## src/sv/plp_fifo.sv

```systemverilog
`timescale 1ns / 1ps
// ----------------------------------------------------------------------------
// plp_fifo: small synchronous queue
// Register array with write and read pointers and an occupancy count.
// ----------------------------------------------------------------------------
module plp_fifo #(
  parameter int WIDTH = 8,
  parameter int DEPTH = 4
) (
  input  logic             clk,
  input  logic             rst,
  input  logic             push,
  input  logic [WIDTH-1:0] wdata,
  output logic             full,
  input  logic             pop,
  output logic [WIDTH-1:0] rdata,
  output logic             empty
);

  localparam int AW = (DEPTH > 1) ? $clog2(DEPTH) : 1;

  logic [WIDTH-1:0] mem [DEPTH];
  logic [AW-1:0]    wptr;
  logic [AW-1:0]    rptr;
  logic [AW:0]      count;
  logic             do_push;
  logic             do_pop;

  assign full    = (count == (AW+1)'(DEPTH));
  assign empty   = (count == '0);
  assign do_push = push && !full;
  assign do_pop  = pop && !empty;
  assign rdata   = mem[rptr];

  always_ff @(posedge clk) begin
    if (do_push) begin
      mem[wptr] <= wdata;
    end
  end

  always_ff @(posedge clk) begin
    if (rst) begin
      wptr  <= '0;
      rptr  <= '0;
      count <= '0;
    end else begin
      if (do_push) begin
        wptr <= (wptr == AW'(DEPTH-1)) ? '0 : wptr + 1'b1;
      end
      if (do_pop) begin
        rptr <= (rptr == AW'(DEPTH-1)) ? '0 : rptr + 1'b1;
      end
      if (do_push && !do_pop) begin
        count <= count + 1'b1;
      end else if (do_pop && !do_push) begin
        count <= count - 1'b1;
      end
    end
  end

`ifndef SYNTHESIS
  a_count_bound: assert property (@(posedge clk) disable iff (rst)
    count <= (AW+1)'(DEPTH))
    else $error("queue count beyond depth");

  a_count_up: assert property (@(posedge clk) disable iff (rst)
    do_push && !do_pop |=> count == $past(count) + 1'b1)
    else $error("queue count did not advance on push");

  a_count_down: assert property (@(posedge clk) disable iff (rst)
    do_pop && !do_push |=> count == $past(count) - 1'b1)
    else $error("queue count did not drop on pop");
`endif

endmodule

```

## config.mk

```make
export PLATFORM = sky130hd
export DESIGN_NAME = plp_fifo
export DESIGN_NICKNAME = d
export VERILOG_FILES = /design/src/sv/plp_fifo.sv
export SDC_FILE = /design/constraint.sdc
export NUM_CORES = 1
export LEC_CHECK = 0
export ABC_AREA = 1
export CAP_MARGIN = 15
export CORE_UTILIZATION = 54
export DETAILED_ROUTE_END_ITERATION = 6
export DONT_BUFFER_PORTS = 1
export GPL_TIMING_DRIVEN = 1
export PLACE_DENSITY = 0.66
export SETUP_SLACK_MARGIN = 0.15
export SLEW_MARGIN = 20
export SYNTH_ARGS = -nofsm -noshare
export SYNTH_HDL_FRONTEND = slang
export SYNTH_SLANG_ARGS = --single-unit
export TNS_END_PERCENT = 20
```

## constraint.sdc

```tcl
create_clock -name clk -period 2.35 [get_ports clk]
set_clock_uncertainty 0.15 [all_clocks]
set_input_delay 0.1175 -clock clk [delete_from_list [all_inputs] [get_ports clk]]
set_output_delay 0.1175 -clock clk [all_outputs]
set_load 0.02 [all_outputs]
```

==> flow_summary.json <==
{
  "synth_area_per_cell_sq_um": 11.54,
  "num_vias": 1078,
  "maxSlewHeadroom": 0.6466,
  "synth_top_area_frac": 0.5664,
  "ir_worst_vdd_uv": 549.4,
  "drv_cap": 0,
  "synth_common_cells": "nor2_1 (33), edfxtp_1 (32), inv_1 (17)",
  "worst_pin_slew_ns": 0.5380,
  "slew_violations": 0,
  "ctsRootBufferMaster": "clkbuf_4",
  "syn_nets": 166,
  "power-per-cell-area_mw_per_mm2": 1085,
  "fin_crit_ns": 2.030,
  "htree_levels": 2,
  "seqPwrFrac": 0.468,
  "hold_viol": 0,
  "fmax_mhz": 492.6,
  "design.die.area_sq_mm": 0.003370,
  "synth.area.mux_share": 0,
  "pwr-share-clk": 0.222,
  "crit_type": "flip-flop to flip-flop",
  "synth-xor-area-share": 0.005162,
  "multi_input_area_sq_um": 465.4,
  "grt_overflow": 0,
  "setup_violations": 0,
  "die_w_microns": 58.05,
  "core_sq_mm": 0.002877,
  "start_util": 0.5898,
  "cts.sinks": 41,
  "tns_ns": 0,
  "synth_area_sq_mm": 0.001697,
  "synth_top_cell_by_area": "edfxtp_1",
  "ys.warnings.count": 0,
  "ios": 22,
  "wl_per_cell_microns": 14.53,
  "clk_pin_slew_ns": 0.12,
  "nets": 186,
  "r2r_slack_ns": 0.32,
  "diodes": 0,
  "syn2layout_area_growth_pct": 15.56,
  "synth_top_family_by_area": "simple AND/OR/NAND/NOR gates",
  "clock_latency_ns": 0.35,
  "clock_path_buffers": 2,
  "wl_mm": 3.052,
  "cellLeakagePower_uw": 0.0007674,
  "fillers": 225,
  "p_comb_frac": 0.310,
  "p_int_uw": 1342,
  "startpoint_type": "flip-flop",
  "hold_path_class": "primary input to flip-flop",
  "first_iter_violations": 26,
  "antenna_found_initial": 0,
  "period_share": 0.8638,
  "dpl.hpwl_mm": 2.039,
  "gp_congestion": 0.7586,
  "synth_ff_type": "edfxtp_1",
  "regArea_sq_mm": 0.001142,
  "synthAdderAreaFrac": 0.05605,
  "grt_pass1_vias": 1104,
  "rsz0062_at_grt": "true",
  "yosysUniqueCellTypes": 19,
  "p_sw_uw": 785.9,
  "viasPerCell": 5.133,
  "num_rows": 19,
  "cts_buffers": 5,
  "track_usage": 0.2129,
  "first_pass_iters": 6,
  "end_kind": "flip-flop",
  "crit_required_ns": 2.47,
  "swShare": 0.3693,
  "violations": "design-rule violations",
  "dp.cells": 191,
  "antenna_left": 0,
  "drive_gt1_frac": 0.1071,
  "ff2ff_path_depth": 12,
  "min_path_cells": 2,
  "syn_inst": 147,
  "grt_max_degree": 18,
  "stdcell_count": 210,
  "synthSimpleGateAreaFrac": 0.1209,
  "cts_tree": "yes",
  "grt_pass1_wl_mm": 5.009,
  "async_reset_ff_frac": 0,
  "detail_route.drc_violations": 2,
  "synth-edff-count": 32,
  "fin_util": 0.6816,
  "cp_max_fo": 4,
  "arrival_ns": 2.15,
  "synth_most_common_cell": "nor2_1",
  "status": "finished, violations left",
  "ys_seq_elements": 41,
  "port_buffers": 0,
  "synth_compound_area_frac": 0.09218,
  "synthTopCellsByArea": "edfxtp_1 (57%), dfxtp_1 (11%), nor2_1 (7.3%), ha_1 (4.4%), o21ai_0 (3.8%)",
  "synth-seq-area-share": 0.6726,
  "die-height_microns": 58.05
}
## worst paths after layout
check / from / to
max: count[1]$_SDFFE_PP0P_ / count[2]$_SDFFE_PP0P_
min: rst / count[0]$_SDFFE_PP0P_
min reg2reg: wptr[1]$_SDFFE_PP0P_ / wptr[1]$_SDFFE_PP0P_
max reg2reg: count[1]$_SDFFE_PP0P_ / count[2]$_SDFFE_PP0P_
## stage by stage
step           hold WS [ns]  total power [uW]  setup WS, ns  cell area, sq um
2_1_floorplan       0.03988              1519        0.5097              1697
4_1_cts              0.2388              2141        0.2793              1959
6_report             0.2519              2128        0.3200              1961
3_3_place_gp        0.04430              1611        0.4310              1757
3_5_place_dp        0.04810              1653        0.3487              1757
5_1_grt              0.2557              2263        0.1441              1961
## final cells by class
type / count / area share
Multi-Input combinational cell: 86 / 0.2374
Clock buffer: 7 / 0.04467
Clock inverter: 1 / 0.002553
Sequential cell: 41 / 0.5826
Timing Repair Buffer: 15 / 0.07147
Tap cell: 42 / 0.02680
Inverter: 18 / 0.03446
## critical path, cell delays in order, from the launching register on
cell     delay, ns
dfxtp_1       0.36
nor2_1        0.14
nand2_1       0.14
nand2_1       0.15
ha_1          0.18
inv_1         0.06
fa_1          0.38
inv_1         0.06
nand2_1       0.07
nand3_1       0.09
nand2_1       0.06
inv_1         0.05
nor2_1        0.04
## routing by layer
layer | up-vias | share of wire | global-route usage
met2 | 21 | 0.50 | 0.3415
met3 | 5 | 0.043 | 0.07143
met4 | 0 | 0.016 | 0.09184
met1 | 510 | 0.44 | 0.2644
li1 | 542 | - | -
met5 | - | 0 | 0
## flip-flops by register name, summed over array words and instances (netlist names), named ones only
name   count
count      3
mem       32
rptr       2
wptr       2
## cells by family after synthesis
| group | after synthesis |
|---|---|
| fa+ha+maj | 7 |
| compound gates | 27 |
| simple gates | 51 |
| xor+xnor | 1 |
| flops | 41 |
| buf+inv | 20 |
## layout by cell type, fill, tap and decap left out
master | synthesis | final
o21ai_1 | 1 | 1
clkinv_2 | 0 | 1
fa_1 | 1 | 1
inv_2 | 1 | 1
nand2_2 | 1 | 1
nand3b_1 | 2 | 2
nand3_1 | 1 | 1
nor2_1 | 33 | 33
ha_1 | 6 | 6
o21ai_2 | 3 | 3
xor2_1 | 1 | 1
clkbuf_16 | 0 | 2
inv_1 | 17 | 17
nand4_1 | 1 | 1
o21ai_0 | 13 | 13
dlygate4sd3_1 | 0 | 11
dfxtp_2 | 0 | 1
edfxtp_1 | 32 | 32
buf_4 | 0 | 4
clkbuf_4 | 0 | 5
dfxtp_1 | 9 | 8
a21oi_1 | 2 | 2
nand2_1 | 13 | 13
o22ai_1 | 8 | 8
## power by group through the flow
| stage | Clock (uW) | Sequential (uW) | Combinational, uW |
|---|---|---|---|
| after floorplan | 0 | 971 | 548 |
| after global placement | 0 | 1010 | 605 |
| after detailed placement | 0 | 1010 | 641 |
| after CTS | 483 | 994 | 664 |
| after global routing | 509 | 1010 | 744 |
| final | 472 | 996 | 660 |
## what timing repair did
action | CTS | global route
endpoints found under the hold margin | 41 | 0
endpoints found under the setup margin | 0 | 5
resized for setup | 0 | 1
hold buffers | 11 | 0
buffers inserted | 0 | 0
(Power assumes the default switching activity.)
